`config.mk`:
```
export PLATFORM = sky130hd
export DESIGN_NAME = ttdp_ctrl
export DESIGN_NICKNAME = d
export VERILOG_FILES = /design/src/hdl/ttdp_pkg.sv /design/src/hdl/ttdp_ctrl.sv
export SDC_FILE = /design/constraint.sdc
export NUM_CORES = 1
export LEC_CHECK = 0
export ABC_AREA = 1
export ABC_CLOCK_PERIOD_IN_PS = 1600
export BUFFER_PORTS_ARGS = -buffer_cell sky130_fd_sc_hd__buf_2
export CAP_MARGIN = 20
export CORE_AREA = 2 2 39 41
export CTS_CLUSTER_SIZE = 24
export DETAILED_ROUTE_END_ITERATION = 16
export DIE_AREA = 0 0 41 43
export MAX_ROUTING_LAYER = met4
export SLEW_MARGIN = 0
export SYNTH_ARGS = -nofsm -noshare
export SYNTH_HDL_FRONTEND = slang
export SYNTH_SLANG_ARGS = --single-unit
```
`constraint.sdc`:
```
create_clock -name clk -period 1.6 [get_ports clk]
set_input_delay 0.16 -clock clk [delete_from_list [all_inputs] [get_ports clk]]
set_output_delay 0.16 -clock clk [all_outputs]
set_load 0.01 [all_outputs]
```
`src/hdl/ttdp_pkg.sv`:
```
package ttdp_pkg;

    // Controller states.
    typedef enum logic [3:0] {
        ST_IDLE,
        ST_PREP,
        ST_SUM,
        ST_ITER,
        ST_ROUND,
        ST_TURN,
        ST_MUL1,
        ST_MUL2,
        ST_MUL3,
        ST_DIV,
        ST_OUT
    } state_t;

    // Commands from the controller to the datapath.
    typedef struct packed {
        logic busy;
        logic capture;
        logic prep;
        logic sum;
        logic iter;
        logic round;
        logic turn;
        logic mul1;
        logic mul2;
        logic mul3;
        logic div;
        logic load_out;
    } cmd_t;

    // Status from the datapath to the controller.
    typedef struct packed {
        logic iter_last;
        logic out_free;
    } sts_t;

    // Register indexes.
    localparam logic REG_MAX_SPEED    = 1'b0;
    localparam logic REG_WHEEL_RADIUS = 1'b1;

    localparam logic [7:0]  MAX_SPEED_RESET    = 8'd255;
    localparam logic [11:0] WHEEL_RADIUS_RESET = 12'd300;

    // Fixed datapath widths.
    localparam int DLW = 17;  // coordinate delta
    localparam int XW  = 50;  // CORDIC x and y, delta scaled by 2^30
    localparam int ZW  = 26;  // CORDIC angle, degrees Q16
    localparam int SQW = 35;  // square root remainder, root and bit
    localparam int ISQRT_STEPS = 17;

    localparam logic signed [ZW-1:0] Z_90  = 26'sd5898240;
    localparam logic signed [ZW-1:0] Z_180 = 26'sd11796480;

    localparam logic [25:0] PI_Q24    = 26'd52707179;
    // ceil(2^26 / 45), exact for dividends below 2^20.
    localparam logic [20:0] RECIP_45  = 21'd1491309;
    localparam int          RECIP_SHIFT = 26;

    localparam logic [31:0] RAD2DEG_Q16 = 32'd3754936;

    // Arctangent of 2^-i in degrees Q16.
    function automatic logic [22:0] step_angle(input logic [4:0] i);
        logic [31:0] v;
        case (i)
            5'd0:    v = 32'd2949120;
            5'd1:    v = 32'd1740967;
            5'd2:    v = 32'd919879;
            5'd3:    v = 32'd466945;
            5'd4:    v = 32'd234379;
            5'd5:    v = 32'd117304;
            5'd6:    v = 32'd58666;
            5'd7:    v = 32'd29335;
            5'd8:    v = 32'd14668;
            5'd9:    v = 32'd7334;
            5'd10:   v = 32'd3667;
            5'd11:   v = 32'd1833;
            default: v = (RAD2DEG_Q16 + (32'd1 << (i - 5'd1))) >> i;
        endcase
        return v[22:0];
    endfunction

endpackage

```
`src/hdl/ttdp_ctrl.sv`:
```
module ttdp_ctrl
(
    input  logic            clk,
    input  logic            rst_n,
    input  logic            in_valid,
    input  ttdp_pkg::sts_t  sts,
    output ttdp_pkg::cmd_t  cmd
);

    ttdp_pkg::state_t state_reg;
    ttdp_pkg::state_t state_next;

    always_ff @(posedge clk or negedge rst_n)
    begin
        if (!rst_n)
        begin
            state_reg <= ttdp_pkg::ST_IDLE;
        end
        else
        begin
            state_reg <= state_next;
        end
    end

    always_comb
    begin
        state_next = state_reg;
        case (state_reg)
            ttdp_pkg::ST_IDLE:
            begin
                if (in_valid)
                begin
                    state_next = ttdp_pkg::ST_PREP;
                end
            end
            ttdp_pkg::ST_PREP:  state_next = ttdp_pkg::ST_SUM;
            ttdp_pkg::ST_SUM:   state_next = ttdp_pkg::ST_ITER;
            ttdp_pkg::ST_ITER:
            begin
                if (sts.iter_last)
                begin
                    state_next = ttdp_pkg::ST_ROUND;
                end
            end
            ttdp_pkg::ST_ROUND: state_next = ttdp_pkg::ST_TURN;
            ttdp_pkg::ST_TURN:  state_next = ttdp_pkg::ST_MUL1;
            ttdp_pkg::ST_MUL1:  state_next = ttdp_pkg::ST_MUL2;
            ttdp_pkg::ST_MUL2:  state_next = ttdp_pkg::ST_MUL3;
            ttdp_pkg::ST_MUL3:  state_next = ttdp_pkg::ST_DIV;
            ttdp_pkg::ST_DIV:   state_next = ttdp_pkg::ST_OUT;
            ttdp_pkg::ST_OUT:
            begin
                if (sts.out_free)
                begin
                    state_next = ttdp_pkg::ST_IDLE;
                end
            end
            default:            state_next = ttdp_pkg::ST_IDLE;
        endcase
    end

    always_comb
    begin
        cmd = '0;
        cmd.busy = (state_reg != ttdp_pkg::ST_IDLE);
        case (state_reg)
            ttdp_pkg::ST_IDLE:  cmd.capture = in_valid;
            ttdp_pkg::ST_PREP:  cmd.prep = 1'b1;
            ttdp_pkg::ST_SUM:   cmd.sum = 1'b1;
            ttdp_pkg::ST_ITER:  cmd.iter = 1'b1;
            ttdp_pkg::ST_ROUND: cmd.round = 1'b1;
            ttdp_pkg::ST_TURN:  cmd.turn = 1'b1;
            ttdp_pkg::ST_MUL1:  cmd.mul1 = 1'b1;
            ttdp_pkg::ST_MUL2:  cmd.mul2 = 1'b1;
            ttdp_pkg::ST_MUL3:  cmd.mul3 = 1'b1;
            ttdp_pkg::ST_DIV:   cmd.div = 1'b1;
            ttdp_pkg::ST_OUT:   cmd.load_out = sts.out_free;
            default:            cmd.busy = 1'b0;
        endcase
    end

endmodule

```
==> impl_metrics.ini, run 1 <==
[floorplan]
die_h_um = 43
io_pins = 17
rows = 14
core_region_area_sq_um = 1380
dieWidth_um = 41
die_area_sq_um = 1760
start_util_pct = 21.9

[detailed_routing]
vias = 367
first_pass_iters = 4
drtAntennaViolNets = 0
drtIter0Drc = 6
routedWlPerCell_um = 9.07
routed_via_density = 4.32
drc = 0
drt_wl_total_um = 771

[timing]
fmaxAchievable_mhz = 680
fin_skew_ns = 0.00370
finalMaxSlewViolations = 0
period_needed_ns = 1.47
hold_viol = 0
slew_headroom_pct = 82.3
setup-violations-final = 0
tightestPinTransition_ns = 0.264
whs_ns = 0.251
rsz0062_at_grt = false
fin_setup_tns_ns = 0
finalCritPeriodShare_pct = 92.0

[final_layout]
nFillCells = 159
regArea_sq_um = 100
finalInstanceArea_sq_um = 435
areaGrowthSynthToFinish_pct = 43.8
final_nets = 76
stdcell_count = 85
antennaDiodeCount = 0
final_cell_mix = buf_2 (16), nor2_1 (10), inv_1 (8), nand2_1 (6), nand3_1 (5)
drive_gt1_share_pct = 36.2
largest_reg_flops = 4
multi_input_area_sq_um = 161
final_common_cell = buf_2

[setup_path]
critPathArrivalTime_ns = 1.31
startpoint_type = flop
path_class = reg2out
cp-end-kind = output port
worst-path-max-fanout = 6
worst_ep_required_time_ns = 1.44

[cts]
cts.clk_slew.worst_paths_ns = 0.04
post-cts-setup-buffers = 0
root_buffer = clkbuf_4
clk_latency_ns = 0.24
htree_num_levels = 1
cts_resized = 0
cts_tree = built
ctsHoldBuffers = 1
clockBufferDepth = 2
cts_inserted_buffers = 3
cts_num_sinks = 4

[yosys]
avgSynthCellArea_sq_um = 6.18
ys_warn_count = 0
synth_top_area_cell = dfrtp_1
ys_seq_elements = 4
ys_types = 14
synthTopCellsByArea = dfrtp_1 (33%), nor2_1 (12%), inv_1 (9.9%)
synth_fp_nets = 54
ys_seq_area_share_pct = 33.1
syn_inst = 49
synth.top_cell.area_share_pct = 33.1
syn_area_sq_um = 303

[global_routing]
grt_pass1_vias = 325
grt_max_degree = 7
antenna_found_initial = 0
grtUsageTotal_pct = 11.1
grt_pass1_wl_um = 1230
overflow = 0

[pwr]
vdd_ir_drop_max_v = 0.000513
power.leakage_nw = 0.267
p_per_area_nw_per_um2 = 2070
power.total_w = 0.000902

[flow_run]
maxCapViolCount = 0

[placed_design]
portBuffers = 16
gp_routability_congestion = 0.857
dp_hpwl_um = 629
place_area_sq_um = 403
dp_cells = 81

[run_status]
status = finished clean

[hold_path]
hold_class = in2async
[cell families after synthesis]
| kind of cell | share of synthesized area (%) |
|---|---|
| simple gates | 45.0 |
| buf+inv | 13.6 |
| compound gates | 8.26 |
| flops | 33.1 |
[critical path: stages, from the launching register on]
cell	delay (ns)
dfrtp_1	0.45
nor2_1	0.19
inv_1	0.09
nor3_1	0.18
buf_2	0.16
[cell usage after synthesis]
cell type,n
nand2_1,6
nand3_1,5
nor2_1,10
dfrtp_1,4
nand2_2,1
a21oi_1,3
inv_1,8
nor4_1,1
o21ai_1,2
clkinv_1,1
nor3_1,1
inv_2,2
nand3b_1,2
nor2_2,3
[final cells by class]
cell class | count | share of cell area [%]
multi-input cells | 34 | 37.1
flip-flops and latches | 4 | 23.0
repair buffers | 17 | 20.7
inverters | 11 | 9.48
clock buffers | 3 | 5.17
well taps | 16 | 4.60
[metrics by stage]
| stage | worst slack, ns | util (%) |
|---|---|---|
| 4_1_cts | 0.139 | 31.5 |
| 5_1_grt | 0.0664 | 31.5 |
| 3_3_place_gp | 0.376 | 29.1 |
| 3_5_place_dp | 0.398 | 29.1 |
| 2_1_floorplan | 0.457 | - |
| 6_report | 0.129 | 31.5 |
[path summary, 6_finish.rpt]
check                      cells after the start  slack [ns]            to    startpoint
max                                            4        0.13       cmd[10]  state_reg[0]
min                                            2        0.25  state_reg[2]         rst_n
max reg2reg                                    4        0.54  state_reg[2]  state_reg[0]
min reg2reg                                    3        0.68  state_reg[0]  state_reg[3]
max in group asynchronous                      2        1.23  state_reg[3]         rst_n
min in group clk                               3        0.25  state_reg[0]        sts[1]
[report_power, final]
group	switching, W	total [W]	leakage (nW)	internal, W
combinational	0.000350	0.000554	0.204	0.000204
sequential	0.0000683	0.000222	0.0494	0.000154
clock	0.0000427	0.000127	0.0138	0.0000840
[layer usage]
layer	track usage (%)	vias up	wire length, um
met4	10.0	0	0
met2	16.6	6	415
met3	1.57	0	20
met1	11.7	169	335
li1	-	192	-
met5	-	-	0
(Power assumes the default switching activity.)
==> run 2: changes to the inputs <==
--- a/config.mk
+++ b/config.mk
@@ -5,7 +5,6 @@
 export SDC_FILE = /design/constraint.sdc
 export NUM_CORES = 1
 export LEC_CHECK = 0
-export ABC_AREA = 1
 export ABC_CLOCK_PERIOD_IN_PS = 1600
 export BUFFER_PORTS_ARGS = -buffer_cell sky130_fd_sc_hd__buf_2
 export CAP_MARGIN = 20
==> run 2 against run 1 <==
First-iteration DRC count shrank 17%. Via count grew 14%. Worst hold slack lost 0.026 ns. Synthesized cell count increased by 2.0%. Cell area increased by 4.9%. Clock skew is 0.00061 ns higher. Largest power group unchanged.
==> impl_metrics.ini, run 2 <==
[cts]
root_buffer = clkbuf_4
htree_num_levels = 1
clk_latency_ns = 0.24
cts_tree = built
cts.clk_slew.worst_paths_ns = 0.04
clockBufferDepth = 2
cts_inserted_buffers = 3
cts_num_sinks = 4

[yosys]
synth_top_area_cell = dfrtp_1
ys_types = 20
synth_xor_xnor_area_share_pct = 0
synth_top_family_by_area = simple AND/OR/NAND/NOR gates
syn_inst = 50
synth_compound_area_share_pct = 24.0
ys_seq_area_share_pct = 28.3
yosysMostFrequentCell = nor2_1
syn_area_sq_um = 354
synth-edff-count = 0
avgSynthCellArea_sq_um = 7.08
synth.top_cell.area_share_pct = 28.3
synth_mux_area_share_pct = 0
ys_warn_count = 0
synthSimpleGateAreaFrac_pct = 37.8
async_flop_share_pct = 100
ys_seq_elements = 4
ys.flop_type = dfrtp_1
synthAdderAreaFrac_pct = 0
synth_fp_nets = 55
synthTopCellsByArea = dfrtp_1 (28%), nand2b_1 (8.8%), nor3_1 (8.5%)
yosys-top-cells-count = nor2_1 (8), nor3_1 (6), nand2b_1 (5), buf_2 (4), dfrtp_1 (4)

[floorplan]
die_h_um = 43
start_util_pct = 25.6
rows = 14
die_area_sq_um = 1760
dieWidth_um = 41
io_pins = 17
core_region_area_sq_um = 1380

[timing]
fmaxAchievable_mhz = 662
rsz0062_at_grt = false
hold_viol = 0
tightestPinTransition_ns = 0.451
finalCritPeriodShare_pct = 94.4
finalMaxSlewViolations = 0
slew_headroom_pct = 70.0
period_needed_ns = 1.51
setup-violations-final = 0
fin_skew_ns = 0.00431
fin_setup_tns_ns = 0

[final_layout]
final_cell_mix = buf_2 (16), nor2_1 (8), nor3_1 (6), nand2b_1 (5)
final_common_cell = buf_2
stdcell_count = 81
final_nets = 72
areaGrowthSynthToFinish_pct = 29.0
multi_input_area_sq_um = 219
finalInstanceArea_sq_um = 457
largest_reg_flops = 4
drive_gt1_share_pct = 30.8
regArea_sq_um = 101
nFillCells = 165
post-route-util_pct = 33.0
antennaDiodeCount = 0

[placed_design]
place_area_sq_um = 423
dp_cells = 77
dp_hpwl_um = 688
portBuffers = 16
gp_routability_congestion = 0.772

[detailed_routing]
routedWlPerCell_um = 11.3
routed_via_density = 5.15
drt_wl_total_um = 914
vias = 417
drc = 0
first_pass_iters = 4
drtAntennaViolNets = 0
drtIter0Drc = 5

[run_status]
status = finished clean

[setup_path]
reg2reg_slack_ns = 0.34
crit_path_max_incr_delay_ns = 0.61
worst_ep_required_time_ns = 1.44
cp_slowest_cell = dfrtp_1
startpoint_type = flop
worst-path-max-fanout = 16
cp-end-kind = output port
critPathArrivalTime_ns = 1.35
path_cells = nor2_1 -> a22oi_1 -> buf_2
path_class = reg2out

[global_routing]
grt_max_degree = 19
overflow = 0
antenna_found_initial = 0
grt_pass1_vias = 331
grtUsageTotal_pct = 12.8
grt_pass1_wl_um = 1410

[pwr]
vdd_ir_drop_max_v = 0.000586
power.leakage_nw = 0.220
p_per_area_nw_per_um2 = 1820

[hold_path]
hold_class = in2reg

[flow_run]
maxCapViolCount = 0
[run 2: cell count changes after synthesis, sizes merged, moves of 4 or more]
| cell | change |
|---|---|
| nor3 | +5 |
| inv | -9 |
| buf | +5 |
| nand2 | -4 |
| nand2b | +5 |
| nor2 | -5 |
| nand3 | -5 |
[run 2: timing repair]
action / 4_1_cts / 5_1_grt
buffers inserted: 0 / 0
gates resized for setup: 0 / 1
endpoints found under the setup margin: 0 / 5
hold buffers: 1 / 0
endpoints found under the hold margin: 4 / 0
[run 2: logic make-up (layout without fill, tap and decap cells)]
| family | Yosys count | count (layout) |
|---|---|---|
| AND/OR/NAND/NOR | 26 | 26 |
| buffers and inverters | 6 | 21 |
| AO/OA/AOI/OAI | 14 | 14 |
| flip-flops | 4 | 4 |
[run 2: critical path: cells and delay by family, from the launching register on]
family	cells	cell delay, ns
compound gates	1	0.20
buf+inv	1	0.16
flops	1	0.61
simple gates	1	0.13
[run 2: final cells by class]
cell class | count | area share [%]
clock buffer | 3 | 4.93
multi-input combinational | 40 | 47.9
tap | 16 | 4.38
sequential | 4 | 22.2
timing repair buffer | 17 | 19.7
inverter | 1 | 0.822
[run 2: path summary, 6_finish.rpt]
| check | to | cells past startpoint | start |
|---|---|---|---|
| min reg2reg | state_reg[2] | 2 | state_reg[2] |
| min in group asynchronous | state_reg[2] | 2 | rst_n |
| min | state_reg[2] | 3 | sts[1] |
| max reg2reg | state_reg[3] | 3 | state_reg[3] |
| max in group asynchronous | state_reg[2] | 2 | rst_n |
| max | cmd[11] | 3 | state_reg[3] |
[run 2: power breakdown]
| part | switching, W | leakage (nW) | internal, W |
|---|---|---|---|
| combinational | 0.000214 | 0.159 | 0.000196 |
| sequential | 0.000150 | 0.0478 | 0.000145 |
| clock | 0.0000439 | 0.0138 | 0.0000840 |
[run 2: per-stage QoR]
stage,power [W],setup slack (ns),hold WS [ns]
2_1_floorplan,0.000596,0.419,-0.136
3_3_place_gp,0.000696,0.347,-0.0331
3_5_place_dp,0.000705,0.297,-0.0281
4_1_cts,0.000840,0.0305,0.222
5_1_grt,0.000914,0.00743,0.238
6_report,0.000833,0.0897,0.225
[run 2: layer usage]
layer	global-route usage [%]	share of wire (%)
met3	4.71	8.1
met2	17.5	46
met4	10.0	2.1
met5	-	0
met1	14.3	44
==> run 3: changes to the inputs <==
==> constraint.sdc (replaced) <==
create_clock -name clk -period 1.6 [get_ports clk]
set_input_delay 0.4 -clock clk [delete_from_list [all_inputs] [get_ports clk]]
set_output_delay 0.4 -clock clk [all_outputs]
set_load 0.01 [all_outputs]
==> run 3 against run 2 <==
First-iteration DRC count rose by 140%. The run now ends with setup timing left. Cell area rose by 28%. Routed wire length rose by 13%. Critical path type unchanged. Critical endpoint is now cmd[0]. Count of clock-buffer cells in the layout did not move.
==> impl_metrics.ini, run 3 (synthesized netlist as in run 2, its figures left out) <==
[floorplan]
dieWidth_um = 41
start_util_pct = 25.6
io_pins = 17
rows = 14
die_h_um = 43
core_region_area_sq_um = 1380
die_area_sq_um = 1760

[timing]
slew_headroom_pct = 88.0
rsz0062_at_grt = true
hold_viol = 0
fin_setup_tns_ns = -0.00504
whs_ns = 0.480
setup-violations-final = 1
fin_skew_ns = 0.00286
period_needed_ns = 1.61
fmaxAchievable_mhz = 623
finalMaxSlewViolations = 0
worst_slack_ns = -0.00504
finalCritPeriodShare_pct = 100
tightestPinTransition_ns = 0.178

[final_layout]
post-route-util_pct = 42.2
nFillCells = 147
final_nets = 83
areaGrowthSynthToFinish_pct = 65.0
final_common_cell = buf_2
final_cell_mix = buf_2 (16), buf_4 (10), nor2_1 (8), nor3_2 (4), dfrtp_2 (4)
finalInstanceArea_sq_um = 584
multi_input_area_sq_um = 256
largest_reg_flops = 4
antennaDiodeCount = 0
regArea_sq_um = 105
drive_gt1_share_pct = 53.9

[global_routing]
grt_pass1_wl_um = 1550
grt_pass1_vias = 383
gr-usage-met2_pct = 19.7
gr-usage-met3_pct = 0
grt_max_degree = 11
antenna_found_initial = 0
overflow = 0
grtUsageMet1_pct = 17.6
grtUsageTotal_pct = 12.7
top_usage_layer = met2

[pwr]
seqPwrFrac_pct = 22.7
combPwrFrac_pct = 66.1
p_per_area_nw_per_um2 = 1850
p_clk_share_pct = 11.2
p_sw_share_pct = 44.1
power.leakage_nw = 0.285
internal-power_w = 0.000602
vdd_ir_drop_max_v = 0.000562
switching_power_w = 0.000476

[run_status]
status = complete, but fails checks
violations = setup timing

[hold_path]
whs_path_depth = 3
hold_class = in2reg
min_from = sts[1]
hold_end = state_reg[2]

[setup_path]
critPathArrivalTime_ns = 1.21
regToRegEndpoint = state_reg[3]
path_class = reg2out
rr_startpoint = state_reg[1]
reg2reg_slack_ns = 0.19
crit_path_max_incr_delay_ns = 0.44
ff2ff_path_depth = 5
path_cells = nand2b_1 -> nor3_2 -> buf_2
worst-path-max-fanout = 7
startpoint_type = flop
cp_slowest_cell = dfrtp_2
cp-end-kind = output port
worst_ep_required_time_ns = 1.20

[cts]
clk_latency_ns = 0.23
htree_num_levels = 1
cts_inserted_buffers = 3
cts_tree = built
cts.clk_slew.worst_paths_ns = 0.04
clockBufferDepth = 2
root_buffer = clkbuf_4
cts_num_sinks = 4

[placed_design]
dp_hpwl_um = 668
gp_routability_congestion = 0.817
place_area_sq_um = 445
portBuffers = 16

[detailed_routing]
drc = 0
first_pass_iters = 4
routedWlPerCell_um = 11.2
drt_wl_total_um = 1030
drtAntennaViolNets = 0
vias = 462
routed_via_density = 5.02
drtIter0Drc = 12

[flow_run]
maxCapViolCount = 0
[run 3: timing repair]
action,CTS,global route
hold buffers,1,0
resized for setup,4,10
endpoints found under the hold margin,4,0
pin swaps,0,0
buffers inserted,5,3
endpoints found under the setup margin,12,8
[run 3: worst max-delay path by stage]
stage                             from       to  slack, ns  cells past startpoint
after floorplan           state_reg[0]   cmd[0]       0.18                      3
after global placement    state_reg[3]  cmd[11]       0.15                      3
after detailed placement  state_reg[3]  cmd[11]       0.13                      3
after CTS                 state_reg[0]   cmd[0]     -0.003                      3
after global routing      state_reg[0]   cmd[0]      -0.06                      3
final                     state_reg[0]   cmd[0]     -0.005                      3
[run 3: power by group through the flow]
| stage | clock, W | sequential (W) | combinational [W] |
|---|---|---|---|
| after floorplan | 0 | 0.000175 | 0.000420 |
| after global placement | 0 | 0.000251 | 0.000500 |
| after detailed placement | 0 | 0.000255 | 0.000499 |
| after CTS | 0.000125 | 0.000241 | 0.000596 |
| after global routing | 0.000129 | 0.000254 | 0.000791 |
| final | 0.000120 | 0.000245 | 0.000713 |
[run 3: final cells by class]
| type | count | area share, % |
|---|---|---|
| Multi-Input combinational cell | 40 | 43.9 |
| Tap cell | 16 | 3.43 |
| Inverter | 1 | 0.642 |
| Timing Repair Buffer | 28 | 30.2 |
| Clock buffer | 3 | 3.85 |
| Sequential cell | 4 | 18.0 |
[run 3: critical path: cells and delay by family, from the launching register on]
family / cells / cell delay [ns]
buf+inv: 1 / 0.14
flops: 1 / 0.44
simple gates: 2 / 0.38
[run 3: layer usage]
metal / part of all wire [%] / vias to the layer above
met3: 8.7 / 0
met2: 49 / 22
met5: 0 / -
met1: 42 / 210
li1: - / 230
met4: 0 / 0
[run 3: through the flow]
step / total power, W / std cells / setup WS (ns)
after detailed placement: 0.000754 / 80 / 0.132
after global routing: 0.00117 / 92 / -0.0644
after floorplan: 0.000596 / 50 / 0.179
final: 0.00108 / 92 / -0.00504
after CTS: 0.000961 / 89 / -0.00308
after global placement: 0.000750 / 80 / 0.147
